<file path="config.mk">
export PLATFORM = sky130hd
export DESIGN_NAME = joystick_rate_pan_tilt_servo_flat
export DESIGN_NICKNAME = d
export VERILOG_FILES = /design/src/jrpt_pkg.sv /design/src/jrpt_chan_if.sv /design/src/joystick_rate_pan_tilt_servo.sv /design/src/jrpt_datapath.sv /design/src/jrpt_ctrl.sv /design/src/flat_wrapper.sv
export SDC_FILE = /design/constraint.sdc
export NUM_CORES = 1
export LEC_CHECK = 0
export ABC_CLOCK_PERIOD_IN_PS = 9500
export BUFFER_PORTS_ARGS = -buffer_cell sky130_fd_sc_hd__buf_2
export CAP_MARGIN = 5
export CORE_MARGIN = 5
export CORE_UTILIZATION = 40
export DETAILED_ROUTE_END_ITERATION = 8
export SLEW_MARGIN = 40
export SYNTH_ARGS = -nofsm -noshare
export SYNTH_HDL_FRONTEND = slang
export SYNTH_HIERARCHICAL = 1
export SYNTH_SLANG_ARGS = --single-unit
</file>
<file path="constraint.sdc">
create_clock -name clk -period 9.5 [get_ports clk]
set_clock_uncertainty 0.05 [all_clocks]
set_input_delay 2.375 -clock clk [delete_from_list [all_inputs] [get_ports clk]]
set_output_delay 2.375 -clock clk [all_outputs]
set_load 0.1 [all_outputs]
</file>
<file path="src/jrpt_pkg.sv">
`default_nettype none
package jrpt_pkg;

  // field and datapath widths
  localparam int ADC_W        = 10;
  localparam int SCALE_W      = 8;
  localparam int PAN_W        = 8;
  localparam int TILT_W       = 7;
  localparam int PAN_PULSE_W  = 12;
  localparam int TILT_PULSE_W = 11;
  localparam int CFG_IDX_W    = 1;
  localparam int CFG_DATA_W   = 10;
  localparam int DIV_NUM_W    = 17;
  localparam int QUO_W        = 7;
  localparam int BIT_IDX_W    = 3;

  // register indexes
  localparam logic [CFG_IDX_W-1:0] REG_NEUTRAL_X = 1'b0;
  localparam logic [CFG_IDX_W-1:0] REG_NEUTRAL_Y = 1'b1;

  localparam logic [ADC_W-1:0] NEUTRAL_RESET = 10'd512;
  localparam logic [ADC_W-1:0] ADC_FULL      = 10'd1023;

  // quotient is at most 100, so seven bits cover it
  localparam logic [BIT_IDX_W-1:0] DIV_TOP_BIT = 3'd6;

  localparam logic [TILT_W-1:0] TILT_MAX   = 7'd90;
  localparam logic [TILT_W-1:0] TILT_RESET = 7'd45;

  localparam logic [PAN_PULSE_W-1:0]  PAN_PULSE_BASE = 12'd900;
  localparam logic [TILT_PULSE_W-1:0] TILT_A_BASE    = 11'd2000;
  localparam logic [TILT_PULSE_W-1:0] TILT_B_BASE    = 11'd1000;
  localparam logic [PAN_PULSE_W-1:0]  PAN_PULSE_MIN  = 12'd900;
  localparam logic [PAN_PULSE_W-1:0]  PAN_PULSE_MAX  = 12'd2100;
  localparam logic [PAN_PULSE_W-1:0]  TILT_PAIR_SUM  = 12'd3000;

  // controller to datapath
  typedef struct packed {
    logic                 capture;
    logic                 div_load;
    logic                 div_step;
    logic                 axis_y;
    logic [BIT_IDX_W-1:0] bit_idx;
    logic                 store_scaled;
    logic                 update_angles;
    logic                 pulse_scale;
    logic                 pulse_div;
    logic                 load_out;
  } jrpt_cmd_t;

  // datapath to controller
  typedef struct packed {
    logic fresh;
    logic out_free;
  } jrpt_status_t;

endpackage
`default_nettype wire

</file>
<file path="src/jrpt_chan_if.sv">
`default_nettype none
// joystick sample channel
interface jrpt_in_if;
  logic                       valid;
  logic                       ready;
  logic                       sample_fresh;
  logic [jrpt_pkg::ADC_W-1:0] adc_x;
  logic [jrpt_pkg::ADC_W-1:0] adc_y;

  modport source (output valid, output sample_fresh, output adc_x, output adc_y,
                  input ready);
  modport sink (input valid, input sample_fresh, input adc_x, input adc_y,
                output ready);
endinterface

// servo pulse channel
interface jrpt_out_if;
  logic                              valid;
  logic                              ready;
  logic [jrpt_pkg::PAN_PULSE_W-1:0]  pan_pulse_us;
  logic [jrpt_pkg::TILT_PULSE_W-1:0] tilt_a_pulse_us;
  logic [jrpt_pkg::TILT_PULSE_W-1:0] tilt_b_pulse_us;

  modport source (output valid, output pan_pulse_us, output tilt_a_pulse_us,
                  output tilt_b_pulse_us, input ready);
  modport sink (input valid, input pan_pulse_us, input tilt_a_pulse_us,
                input tilt_b_pulse_us, output ready);
endinterface
`default_nettype wire

</file>
<file path="src/joystick_rate_pan_tilt_servo.sv">
// A fresh tick passes through the x and y divisions, then the step, scale and divide states;
// a stale tick skips the divisions. A result waits in FINISH until the output register is free.
// A new tick is taken only once the previous one is through, as the block has one shared
// 7-step restoring divider, used for x then y.
// Reset (rst, synchronous): neutrals 512, scaled values 0, pan 0, tilt 45 degrees.
`default_nettype none
module joystick_rate_pan_tilt_servo (
  input  wire logic                            clk,
  input  wire logic                            rst,
  input  wire logic                            cfg_we,
  input  wire logic [jrpt_pkg::CFG_IDX_W-1:0]  cfg_index,
  input  wire logic [jrpt_pkg::CFG_DATA_W-1:0] cfg_data,
  jrpt_in_if.sink                              joy,
  jrpt_out_if.source                           servo
);

  jrpt_pkg::jrpt_cmd_t    cmd;
  jrpt_pkg::jrpt_status_t status;

  jrpt_ctrl u_ctrl (
    .clk      (clk),
    .rst      (rst),
    .in_valid (joy.valid),
    .in_ready (joy.ready),
    .status   (status),
    .cmd      (cmd)
  );

  jrpt_datapath u_datapath (
    .clk             (clk),
    .rst             (rst),
    .cfg_we          (cfg_we),
    .cfg_index       (cfg_index),
    .cfg_data        (cfg_data),
    .sample_fresh    (joy.sample_fresh),
    .adc_x           (joy.adc_x),
    .adc_y           (joy.adc_y),
    .cmd             (cmd),
    .status          (status),
    .out_valid       (servo.valid),
    .out_ready       (servo.ready),
    .pan_pulse_us    (servo.pan_pulse_us),
    .tilt_a_pulse_us (servo.tilt_a_pulse_us),
    .tilt_b_pulse_us (servo.tilt_b_pulse_us)
  );

`ifndef SYNTHESIS
  // one tick in flight at a time
  a_single_tick: assert property (@(posedge clk) disable iff (rst)
    (joy.valid && joy.ready) |=> !joy.ready)
    else $error("input taken while a tick is in flight");

  // tilt pulses mirror each other
  a_tilt_pair: assert property (@(posedge clk) disable iff (rst)
    servo.valid |-> (12'(servo.tilt_a_pulse_us) + 12'(servo.tilt_b_pulse_us)
                     == jrpt_pkg::TILT_PAIR_SUM))
    else $error("tilt pulses out of step");

  // pan pulse stays in servo range
  a_pan_range: assert property (@(posedge clk) disable iff (rst)
    servo.valid |-> (servo.pan_pulse_us >= jrpt_pkg::PAN_PULSE_MIN &&
                     servo.pan_pulse_us <= jrpt_pkg::PAN_PULSE_MAX))
    else $error("pan pulse out of range");
`endif

endmodule
`default_nettype wire

</file>
<file path="src/jrpt_datapath.sv">
`default_nettype none
module jrpt_datapath (
  input  wire logic                                 clk,
  input  wire logic                                 rst,
  input  wire logic                                 cfg_we,
  input  wire logic [jrpt_pkg::CFG_IDX_W-1:0]       cfg_index,
  input  wire logic [jrpt_pkg::CFG_DATA_W-1:0]      cfg_data,
  input  wire logic                                 sample_fresh,
  input  wire logic [jrpt_pkg::ADC_W-1:0]           adc_x,
  input  wire logic [jrpt_pkg::ADC_W-1:0]           adc_y,
  input  wire jrpt_pkg::jrpt_cmd_t                  cmd,
  output jrpt_pkg::jrpt_status_t                    status,
  output logic                                      out_valid,
  input  wire logic                                 out_ready,
  output logic [jrpt_pkg::PAN_PULSE_W-1:0]          pan_pulse_us,
  output logic [jrpt_pkg::TILT_PULSE_W-1:0]         tilt_a_pulse_us,
  output logic [jrpt_pkg::TILT_PULSE_W-1:0]         tilt_b_pulse_us
);

  logic [jrpt_pkg::ADC_W-1:0]          neutral_x;
  logic [jrpt_pkg::ADC_W-1:0]          neutral_y;
  logic                                fresh;
  logic [jrpt_pkg::ADC_W-1:0]          adc_x_hold;
  logic [jrpt_pkg::ADC_W-1:0]          adc_y_hold;
  logic [jrpt_pkg::DIV_NUM_W-1:0]      rem;
  logic [jrpt_pkg::ADC_W-1:0]          den;
  logic [jrpt_pkg::QUO_W-1:0]          quo;
  logic                                div_neg;
  logic                                div_zero;
  logic signed [jrpt_pkg::SCALE_W-1:0] scaled_x;
  logic signed [jrpt_pkg::SCALE_W-1:0] scaled_y;
  logic signed [jrpt_pkg::PAN_W-1:0]   pan_angle;
  logic [jrpt_pkg::TILT_W-1:0]         tilt_angle;
  logic [11:0]                         pan_num;
  logic [13:0]                         tilt_num;
  logic [10:0]                         pan_quo;
  logic [9:0]                          tilt_quo;

  logic [jrpt_pkg::ADC_W-1:0]          raw;
  logic [jrpt_pkg::ADC_W-1:0]          neu;
  logic                                pos;
  logic [jrpt_pkg::ADC_W-1:0]          mag;
  logic [jrpt_pkg::DIV_NUM_W-1:0]      num_load;
  logic [jrpt_pkg::ADC_W-1:0]          den_load;
  logic [jrpt_pkg::DIV_NUM_W-1:0]      den_shift;
  logic                                fits;
  logic signed [jrpt_pkg::SCALE_W-1:0] quo_signed;
  logic signed [5:0]                   step_x;
  logic signed [5:0]                   step_y;
  logic signed [8:0]                   pan_sum;
  logic signed [8:0]                   tilt_sum;
  logic signed [jrpt_pkg::PAN_W-1:0]   pan_next;
  logic [jrpt_pkg::TILT_W-1:0]         tilt_next;
  logic [7:0]                          pan_off;
  logic [27:0]                         pan_prod;
  logic [25:0]                         tilt_prod;

  // step of -10..10 from a scaled value: floor((v + 100) / 10) - 10
  function automatic logic signed [5:0] step_of(input logic signed [7:0] v);
    logic [7:0]  u;
    logic [15:0] prod;
    u    = 8'(v) + 8'd100;
    prod = 16'(u) * 16'd205;
    return $signed({1'b0, prod[15:11]}) - 6'sd10;
  endfunction

  // operand selection for the shared divider
  always_comb begin
    raw       = cmd.axis_y ? adc_y_hold : adc_x_hold;
    neu       = cmd.axis_y ? neutral_y : neutral_x;
    pos       = raw > neu;
    mag       = pos ? (raw - neu) : (neu - raw);
    num_load  = jrpt_pkg::DIV_NUM_W'(mag) * 17'd100;
    den_load  = pos ? (jrpt_pkg::ADC_FULL - neu) : neu;
    den_shift = jrpt_pkg::DIV_NUM_W'(den) << cmd.bit_idx;
    fits      = rem >= den_shift;
    if (div_zero) begin
      quo_signed = '0;
    end else if (div_neg) begin
      quo_signed = -$signed({1'b0, quo});
    end else begin
      quo_signed = $signed({1'b0, quo});
    end
  end

  // rate steps and clamped angles
  always_comb begin
    step_x   = step_of(scaled_x);
    step_y   = step_of(scaled_y);
    pan_sum  = 9'(pan_angle) + 9'(step_x);
    tilt_sum = $signed({2'b00, tilt_angle}) + 9'(step_y);
    if (pan_sum < -9'sd90) begin
      pan_next = -8'sd90;
    end else if (pan_sum > 9'sd90) begin
      pan_next = 8'sd90;
    end else begin
      pan_next = pan_sum[7:0];
    end
    if (tilt_sum < 9'sd0) begin
      tilt_next = '0;
    end else if (tilt_sum > 9'sd90) begin
      tilt_next = jrpt_pkg::TILT_MAX;
    end else begin
      tilt_next = tilt_sum[6:0];
    end
    pan_off   = 8'(pan_angle) + 8'd90;
    // divide by 3 and by 9 through reciprocal multiplies
    pan_prod  = 28'(pan_num) * 28'd43691;
    tilt_prod = 26'(tilt_num) * 26'd7282;
  end

  // configuration registers
  always_ff @(posedge clk) begin
    if (rst) begin
      neutral_x <= jrpt_pkg::NEUTRAL_RESET;
      neutral_y <= jrpt_pkg::NEUTRAL_RESET;
    end else if (cfg_we) begin
      case (cfg_index)
        jrpt_pkg::REG_NEUTRAL_X: neutral_x <= cfg_data;
        jrpt_pkg::REG_NEUTRAL_Y: neutral_y <= cfg_data;
        default: ;
      endcase
    end
  end

  // sample capture, divider and pulse scaling registers
  always_ff @(posedge clk) begin
    if (cmd.capture) begin
      fresh      <= sample_fresh;
      adc_x_hold <= adc_x;
      adc_y_hold <= adc_y;
    end
    if (cmd.div_load) begin
      rem      <= num_load;
      den      <= den_load;
      quo      <= '0;
      div_neg  <= !pos;
      div_zero <= den_load == '0;
    end else if (cmd.div_step && fits) begin
      rem              <= rem - den_shift;
      quo[cmd.bit_idx] <= 1'b1;
    end
    if (cmd.pulse_scale) begin
      pan_num  <= 12'(pan_off) * 12'd20;
      tilt_num <= 14'(tilt_angle) * 14'd100;
    end
    if (cmd.pulse_div) begin
      pan_quo  <= pan_prod[27:17];
      tilt_quo <= tilt_prod[25:16];
    end
  end

  // held state
  always_ff @(posedge clk) begin
    if (rst) begin
      scaled_x   <= '0;
      scaled_y   <= '0;
      pan_angle  <= '0;
      tilt_angle <= jrpt_pkg::TILT_RESET;
    end else begin
      if (cmd.store_scaled) begin
        if (cmd.axis_y) begin
          scaled_y <= quo_signed;
        end else begin
          scaled_x <= quo_signed;
        end
      end
      if (cmd.update_angles) begin
        pan_angle  <= pan_next;
        tilt_angle <= tilt_next;
      end
    end
  end

  // output register
  always_ff @(posedge clk) begin
    if (rst) begin
      out_valid <= 1'b0;
    end else if (cmd.load_out) begin
      out_valid <= 1'b1;
    end else if (out_ready) begin
      out_valid <= 1'b0;
    end
    if (cmd.load_out) begin
      pan_pulse_us    <= jrpt_pkg::PAN_PULSE_BASE + 12'(pan_quo);
      tilt_a_pulse_us <= jrpt_pkg::TILT_A_BASE - 11'(tilt_quo);
      tilt_b_pulse_us <= jrpt_pkg::TILT_B_BASE + 11'(tilt_quo);
    end
  end

  assign status.fresh    = fresh;
  assign status.out_free = !out_valid || out_ready;

endmodule
`default_nettype wire

</file>
<file path="src/jrpt_ctrl.sv">
`default_nettype none
module jrpt_ctrl (
  input  wire logic                   clk,
  input  wire logic                   rst,
  input  wire logic                   in_valid,
  output logic                        in_ready,
  input  wire jrpt_pkg::jrpt_status_t status,
  output jrpt_pkg::jrpt_cmd_t         cmd
);

  typedef enum logic [3:0] {
    IDLE, LOAD_X, DIV_X, STORE_X, LOAD_Y, DIV_Y, STORE_Y,
    STEP, SCALE, DIVIDE, FINISH
  } state_t;

  state_t                         state;
  logic [jrpt_pkg::BIT_IDX_W-1:0] cnt;

  // sequence one tick through the datapath
  always_ff @(posedge clk) begin
    if (rst) begin
      state <= IDLE;
      cnt   <= '0;
    end else begin
      case (state)
        IDLE: begin
          if (in_valid) state <= LOAD_X;
        end
        LOAD_X: begin
          cnt   <= jrpt_pkg::DIV_TOP_BIT;
          state <= status.fresh ? DIV_X : STEP;
        end
        DIV_X: begin
          cnt <= cnt - 1'b1;
          if (cnt == '0) state <= STORE_X;
        end
        STORE_X: state <= LOAD_Y;
        LOAD_Y: begin
          cnt   <= jrpt_pkg::DIV_TOP_BIT;
          state <= DIV_Y;
        end
        DIV_Y: begin
          cnt <= cnt - 1'b1;
          if (cnt == '0) state <= STORE_Y;
        end
        STORE_Y: state <= STEP;
        STEP:    state <= SCALE;
        SCALE:   state <= DIVIDE;
        DIVIDE:  state <= FINISH;
        FINISH: begin
          if (status.out_free) state <= IDLE;
        end
        default: state <= IDLE;
      endcase
    end
  end

  // decode commands from state
  always_comb begin
    cmd           = '0;
    cmd.bit_idx   = cnt;
    cmd.capture   = (state == IDLE) && in_valid;
    cmd.axis_y    = (state == LOAD_Y) || (state == DIV_Y) || (state == STORE_Y);
    cmd.div_load  = (state == LOAD_X) || (state == LOAD_Y);
    cmd.div_step  = (state == DIV_X) || (state == DIV_Y);
    cmd.store_scaled  = (state == STORE_X) || (state == STORE_Y);
    cmd.update_angles = state == STEP;
    cmd.pulse_scale   = state == SCALE;
    cmd.pulse_div     = state == DIVIDE;
    cmd.load_out      = (state == FINISH) && status.out_free;
  end

  assign in_ready = state == IDLE;

endmodule
`default_nettype wire

</file>
<file path="src/flat_wrapper.sv">
// flat-port wrapper written by rule: the top's interface ports become plain ports
module joystick_rate_pan_tilt_servo_flat 
  (clk, rst, cfg_we, cfg_index, cfg_data, joy_valid, joy_sample_fresh, joy_adc_x, joy_adc_y, joy_ready, servo_valid, servo_pan_pulse_us, servo_tilt_a_pulse_us, servo_tilt_b_pulse_us, servo_ready);
  jrpt_in_if joy_i ();
  jrpt_out_if servo_i ();
  input  wire logic clk;
  input  wire logic rst;
  input  wire logic cfg_we;
  input  wire logic [jrpt_pkg::CFG_IDX_W-1:0] cfg_index;
  input  wire logic [jrpt_pkg::CFG_DATA_W-1:0] cfg_data;
  input wire logic [$bits(joy_i.valid)-1:0] joy_valid;
  input wire logic [$bits(joy_i.sample_fresh)-1:0] joy_sample_fresh;
  input wire logic [$bits(joy_i.adc_x)-1:0] joy_adc_x;
  input wire logic [$bits(joy_i.adc_y)-1:0] joy_adc_y;
  output wire logic [$bits(joy_i.ready)-1:0] joy_ready;
  output wire logic [$bits(servo_i.valid)-1:0] servo_valid;
  output wire logic [$bits(servo_i.pan_pulse_us)-1:0] servo_pan_pulse_us;
  output wire logic [$bits(servo_i.tilt_a_pulse_us)-1:0] servo_tilt_a_pulse_us;
  output wire logic [$bits(servo_i.tilt_b_pulse_us)-1:0] servo_tilt_b_pulse_us;
  input wire logic [$bits(servo_i.ready)-1:0] servo_ready;
  assign joy_i.valid = joy_valid;
  assign joy_i.sample_fresh = joy_sample_fresh;
  assign joy_i.adc_x = joy_adc_x;
  assign joy_i.adc_y = joy_adc_y;
  assign joy_ready = joy_i.ready;
  assign servo_valid = servo_i.valid;
  assign servo_pan_pulse_us = servo_i.pan_pulse_us;
  assign servo_tilt_a_pulse_us = servo_i.tilt_a_pulse_us;
  assign servo_tilt_b_pulse_us = servo_i.tilt_b_pulse_us;
  assign servo_i.ready = servo_ready;
  joystick_rate_pan_tilt_servo u_core (.clk(clk), .rst(rst), .cfg_we(cfg_we), .cfg_index(cfg_index), .cfg_data(cfg_data), .joy(joy_i), .servo(servo_i));
endmodule
</file>
==> results of run 1 <==
-- layer usage --
layer  vias to the layer above  share of wire [%]  track usage [%]  wire (µm)
met1                      5980                 47             17.9      16100
met4                         0                1.5             3.57        516
met3                        39                3.4             2.48       1180
li1                       6545                  -                -          -
met2                       176                 48             24.2      16500
met5                         -                  0                0          0
-- worst max-delay path, delay by kind of cell (launching register included) --
| family | cells | cell delay [ns] |
|---|---|---|
| buf+inv | 5 | 0.77 |
| xor+xnor | 2 | 0.38 |
| mux | 2 | 0.69 |
| compound gates | 9 | 1.97 |
| simple gates | 4 | 0.89 |
| fa+ha+maj | 5 | 1.91 |
| flops | 1 | 0.54 |
-- synthesized netlist by cell type, drive strengths merged (16+ instances only) --
library cell,n,area share [%]
nor2b,24,0.81
o31ai,16,0.70
fa,95,10
a211oi,21,0.94
nand2b,17,0.58
inv,276,5.6
nor3,24,0.68
clkbuf,27,0.55
xnor2,85,4.0
a21oi,126,3.4
dfxtp,68,7.4
xor2,57,2.7
ha,344,23
a21o,27,1.1
edfxtp,124,20
o21ai,48,1.3
mux2i,53,3.0
buf,18,0.58
nor2,97,2.0
nand2,113,2.3
nand3,31,0.84
-- stage by stage --
stage | hold slack [ns] | setup WS, ns | util, % | std cells | instance area, µm²
floorplan | 0.350 | 2.24 | - | 1860 | 18500
global placement | 0.358 | 2.25 | 42.7 | 2494 | 19400
detailed placement | 0.358 | 2.08 | 42.7 | 2494 | 19400
CTS | 0.375 | 2.05 | 44.0 | 2526 | 20000
global route | 0.399 | 1.38 | 44.0 | 2526 | 20000
finish | 0.371 | 2.03 | 44.0 | 2526 | 20000
-- final cells by class --
type                    instances  area [µm²]  share of cell area [%]
flip-flops and latches        192        5090                    25.4
multi-input cells            1347       12200                    60.7
clock buffers                  20         479                    2.39
inverters                     276        1040                    5.17
clock inverters                12         105                   0.525
repair buffers                 79         413                    2.06
well taps                     600         751                    3.75
-- worst min-delay path by stage --
stage                                       startpoint                                 to  slack, ns  depth (start not counted)
final                     u_core/u_datapath/pan_quo[1]  u_core/u_datapath/pan_pulse_us[1]       0.37                          0
after global routing      u_core/u_datapath/pan_quo[1]  u_core/u_datapath/pan_pulse_us[1]       0.40                          0
after CTS                 u_core/u_datapath/pan_quo[1]  u_core/u_datapath/pan_pulse_us[1]       0.37                          0
after detailed placement  u_core/u_datapath/pan_quo[1]  u_core/u_datapath/pan_pulse_us[1]       0.36                          0
after global placement    u_core/u_datapath/pan_quo[0]  u_core/u_datapath/pan_pulse_us[0]       0.36                          0
after floorplan           u_core/u_datapath/pan_quo[0]  u_core/u_datapath/pan_pulse_us[0]       0.35                          0
-- registers in the layout, indices dropped and copies added, names as in the netlist, 11 cells and up --
name	flops
u_core/u_datapath/rem	17
u_core/u_datapath/pan_pulse_us	12
u_core/u_datapath/tilt_num	12
u_core/u_datapath/pan_quo	11
u_core/u_datapath/tilt_a_pulse_us	11
-- cells in the final DEF (no fill, tap or decap), types with 20 or more instances in the layout --
cell	synthesis	routed
ha_1	344	344
inv_1	276	277
a21oi_1	125	125
edfxtp_1	124	124
nand2_1	112	112
nor2_1	97	97
fa_1	95	95
xnor2_1	85	85
buf_2	4	72
dfxtp_1	68	67
xor2_1	56	56
mux2i_1	51	51
o21ai_0	39	39
nand3_1	31	31
a21o_1	27	27
nor2b_1	24	23
nor3_1	23	20
-- cells by family (layout without fill, tap and decap cells) --
family          count (synthesis)  count (layout)  synth area share [%]
compound gates                333             333                  12.0
xor+xnor                      142             142                  6.78
fa+ha+maj                     439             439                  33.6
buf+inv                       321             387                  6.74
flops                         192             192                  27.5
mux                            59              59                  3.40
simple gates                  374             374                  9.93
==> metrics.csv, run 1 <==
stage,metric,value,unit
routing,first_pass_iters,5,
synthesis,synth_edf_count,124,
worst_setup_path,ff2ff_path_depth,27,
die,rows,78,
synthesis,yosys_warnings,6,
cts,htreeDepth,4,
cts,numCtsBuffers,17,
global_routing,grt_max_degree,58,
timing,tns,0,ns
routing,detail_route.vias_per_cell,5.04,
cts,clk_latency,0.46,ns
cts,cts_tree,built,
synthesis,avgSynthCellArea,9.92,µm²
timing,drv_slew,0,
status,status,"finished, final reports clean",
die,die_x,225,µm
global_routing,antenna_found_initial,0,
worst_setup_path,start_kind,flip-flop,
die,die_y,225,µm
worst_setup_path,crit_end,u_core/u_datapath/rem[16],
routing,ant_nets,0,
routing,route.detailed.drc,0,
worst_setup_path,max_stage_delay,0.54,ns
routing,num_vias,12700,
cts,cts.sinks,192,
worst_setup_path,crit_arrival,7.62,ns
place,port_buffers,72,
synthesis,syn_nets,2336,
timing,hold_viol,0,
worst_setup_path,cp-end-kind,flip-flop,
timing,post-route-period-util,78.6,%
cts,root_buffer,clkbuf_16,
place,finalWeightedCongestion,0.876,
routing,routed_wl,34.4,mm
worst_setup_path,rr_endpoint,u_core/u_datapath/rem[16],
cts,cts_hold_buf,0,
final_layout,fillers,4359,
routing,drt-initial-drc-count,570,
global_routing,grt.total_usage,13.9,%
worst_setup_path,critPathKind,flip-flop to flip-flop,
timing,min_period,7.47,ns
cts,post_cts_buffers,0,
timing,tightest_slew,0.774,ns
cts,cts.repair.resized,0,
timing,fmax,134,MHz
job,maxCapViolations,0,
worst_setup_path,cp-startpoint,u_core/u_ctrl/state[2],
place,dp_hpwl,28.7,mm
global_routing,grt_pass1_wl,59.2,mm
worst_setup_path,required,9.66,ns
synthesis,ys_seq_area_share,27.5,%
worst_setup_path,cp_slowest_cell,dfxtp_1,
global_routing,grt_pass1_vias,12900,
timing,setup_viol,0,
synthesis,ys_ff_latch,192,
hold_path,min_path_type,flip-flop to flip-flop,
final_layout,syn2layout_area_growth,8.51,%
synthesis,yosysUniqueCellTypes,91,
global_routing,overflow,0,
synthesis,synth_flop_cell,edfxtp_1,
final_layout,drive_above_1_share,8.31,%
die,io_pins,73,
worst_setup_path,reg2reg_setup_slack,2.03,ns
worst_setup_path,worstPathMaxFanout,29,
final_layout,insertedDiodeCount,0,
synthesis,syn_inst,1860,
die,start_util,40.6,%
die,core_region_area,0.0455,mm²
final_layout,finish.net_count,2389,
synthesis,ys_async_sr_fraction,0,%
cts,cts_buffer_depth,2,
synthesis,netlist_area,0.0185,mm²
worst_setup_path,regToRegStartpoint,u_core/u_ctrl/state[2],
routing,routedWlPerCell,13.6,µm
die,dieArea,0.0505,mm²
timing,rsz0062_at_grt,false,
timing,max_slew_margin,48.3,%
cts,clkTransAtPathRegs,0.07,ns
Power of run 1 is not shown: default switching activity piles up to over one toggle a cycle in this logic, so the estimate is an artifact.
==> run 2, diff against run 1 <==
--- a/config.mk
+++ b/config.mk
@@ -5,7 +5,7 @@
 export SDC_FILE = /design/constraint.sdc
 export NUM_CORES = 1
 export LEC_CHECK = 0
-export ABC_CLOCK_PERIOD_IN_PS = 9500
+export ABC_CLOCK_PERIOD_IN_PS = 6600
 export BUFFER_PORTS_ARGS = -buffer_cell sky130_fd_sc_hd__buf_2
 export CAP_MARGIN = 5
 export CORE_MARGIN = 5
==> constraint.sdc (replaced) <==
create_clock -name clk -period 6.6 [get_ports clk]
set_clock_uncertainty 0.05 [all_clocks]
set_input_delay 1.65 -clock clk [delete_from_list [all_inputs] [get_ports clk]]
set_output_delay 1.65 -clock clk [all_outputs]
set_load 0.1 [all_outputs]
==> run 2 against run 1 <==
Net effect:
- critical path type unchanged
- critical endpoint is now u_core/u_datapath/pan_angle[1]
- sequential share of layout area shrank 1.3 points
- design area grew 5.6%
- via count grew 2.8%
- count of clock-buffer cells in the layout shrank 1
- flip-flop and latch count is the same
==> metrics.csv, run 2 (same netlist as run 1, synthesis figures left out) <==
stage,metric,value,unit,change
worst_setup_path,ff2ff_path_depth,27,,unchanged
worst_setup_path,crit_arrival,6.62,ns,was 7.62 ns
cts,clk_latency,0.45,ns,was 0.46 ns
final_layout,insertedDiodeCount,0,,unchanged
worst_setup_path,cp-end-kind,flip-flop,,unchanged
global_routing,overflow,0,,unchanged
routing,detail_route.vias_per_cell,5.06,,was 5.04
worst_setup_path,crit_buf_inv,4,,was 5
final_layout,finish.net_count,2453,,"was 2,389"
timing,post-route-period-util,95.6,%,was 78.6%
timing,drv_slew,0,,unchanged
worst_setup_path,cp_top_family,adder cells,,was compound AO/OA/AOI/OAI gates
worst_setup_path,start_kind,flip-flop,,unchanged
final_layout,drive_above_1_share,15.5,%,was 8.31%
global_routing,antenna_found_initial,0,,unchanged
global_routing,grt.total_usage,14.2,%,was 13.9%
job,maxCapViolations,0,,unchanged
routing,route.detailed.drc,0,,unchanged
timing,hold_viol,0,,unchanged
global_routing,grt_pass1_wl,60.5,mm,was 59.2 mm
place,port_buffers,72,,unchanged
cts,root_buffer,clkbuf_16,,unchanged
die,die_y,225,µm,unchanged
final_layout,largest_register,u_core/u_datapath/rem,,unchanged
routing,ant_nets,0,,unchanged
worst_setup_path,cp_slowest_cell,fa_1,,was dfxtp_1
die,io_pins,73,,unchanged
worst_setup_path,rr_endpoint,u_core/u_datapath/pan_angle[1],,was u_core/u_datapath/rem[16]
final_layout,largestRegisters,"u_core/u_datapath/rem (17), u_core/u_datapath/pan_pulse_us (12), u_core/u_datapath/tilt_num (12)",,unchanged
die,dieArea,0.0505,mm²,unchanged
routing,first_pass_iters,5,,unchanged
place,dp_hpwl,28.8,mm,was 28.7 mm
cts,cts.sinks,192,,unchanged
worst_setup_path,crit_end,u_core/u_datapath/pan_angle[1],,was u_core/u_datapath/rem[16]
timing,max_slew_margin,45.9,%,was 48.3%
final_layout,fillers,4322,,"was 4,359"
cts,clkTransAtPathRegs,0.08,ns,was 0.07 ns
final_layout,syn2layout_area_growth,14.6,%,was 8.51%
global_routing,grt_pass1_vias,13300,,"was 12,900"
status,status,"finished, final reports clean",,unchanged
timing,setup_viol,0,,unchanged
cts,cts_tree,built,,unchanged
worst_setup_path,cp-startpoint,u_core/u_datapath/scaled_x[2],,was u_core/u_ctrl/state[2]
timing,tightest_slew,0.811,ns,was 0.774 ns
die,core_region_area,0.0455,mm²,unchanged
worst_setup_path,max_stage_delay,0.54,ns,about the same
hold_path,min_path_type,flip-flop to flip-flop,,unchanged
cts,cts_buffer_depth,2,,unchanged
worst_setup_path,reg2reg_setup_slack,0.29,ns,was 2.03 ns
worst_setup_path,regToRegStartpoint,u_core/u_datapath/scaled_x[2],,was u_core/u_ctrl/state[2]
routing,drt-initial-drc-count,439,,was 570
final_layout,final_common_cell,ha_1,,unchanged
cts,htreeDepth,4,,unchanged
place,finalWeightedCongestion,0.878,,was 0.876
routing,num_vias,13100,,"was 12,700"
worst_setup_path,critical_path_depth,27,,unchanged
worst_setup_path,worstPathMaxFanout,7,,was 29
timing,whs,0.371,ns,about the same
timing,min_period,6.31,ns,was 7.47 ns
global_routing,grt_max_degree,58,,unchanged
final_layout,largest_reg_flops,17,,unchanged
final_layout,mostFrequentLayoutCells,"ha_1, inv_1, edfxtp_1",,"was ha_1, inv_1, a21oi_1"
routing,routedWlPerCell,13.7,µm,was 13.6 µm
worst_setup_path,critPathKind,flip-flop to flip-flop,,unchanged
cts,numCtsBuffers,17,,unchanged
die,rows,78,,unchanged
worst_setup_path,required,6.91,ns,was 9.66 ns
die,start_util,40.6,%,unchanged
routing,routed_wl,35.5,mm,was 34.4 mm
timing,fmax,158,MHz,was 134 MHz
die,die_x,225,µm,unchanged
[run 2: final cells by class]
class	count	area, µm²	area share [%]
Sequential cell	192	5090	24.1
Timing Repair Buffer	143	966	4.57
Inverter	276	1040	4.90
Clock inverter	13	128	0.603
Tap cell	600	751	3.55
Clock buffer	19	433	2.05
Multi-Input combinational cell	1347	12700	60.3
[run 2: stage by stage]
stage	instances	setup WS [ns]	TNS (ns)	instance area, µm²	util (%)
floorplan	1860	0.0280	0	18500	-
global placement	2539	0.0130	0	19800	43.5
detailed placement	2539	-0.161	-1.05	19800	43.5
CTS	2572	0.0110	0	20400	44.9
global route	2590	-0.0533	-0.216	21200	46.5
finish	2590	0.290	0	21200	46.5
[run 2: per-layer routing]
metal / GRT usage [%] / routed length, µm
met1: 18.2 / 16100
met2: 24.8 / 17700
met3: 2.00 / 1140
met4: 4.11 / 564
met5: 0 / 0
[run 2: worst min-delay path by stage]
stage                                 start                           endpoint  slack, ns  cells after the start
2_1_floorplan  u_core/u_datapath/pan_quo[0]  u_core/u_datapath/pan_pulse_us[0]       0.35                      0
3_3_place_gp   u_core/u_datapath/pan_quo[0]  u_core/u_datapath/pan_pulse_us[0]       0.36                      0
3_5_place_dp   u_core/u_datapath/pan_quo[0]  u_core/u_datapath/pan_pulse_us[0]       0.36                      0
4_1_cts        u_core/u_datapath/pan_quo[0]  u_core/u_datapath/pan_pulse_us[0]       0.38                      0
5_1_grt        u_core/u_datapath/pan_quo[0]  u_core/u_datapath/pan_pulse_us[0]       0.39                      0
6_report       u_core/u_datapath/pan_quo[0]  u_core/u_datapath/pan_pulse_us[0]       0.37                      0
[run 2: timing repair]
action | in CTS | in global routing
resized for setup | 10 | 107
hold endpoints to repair | 0 | 0
gates cloned | 0 | 2
pin swaps | 3 | 44
hold buffers | 0 | 0
setup buffers | 1 | 15
endpoints found under the setup margin | 13 | 17
Power of run 2 is left out for the same reason.
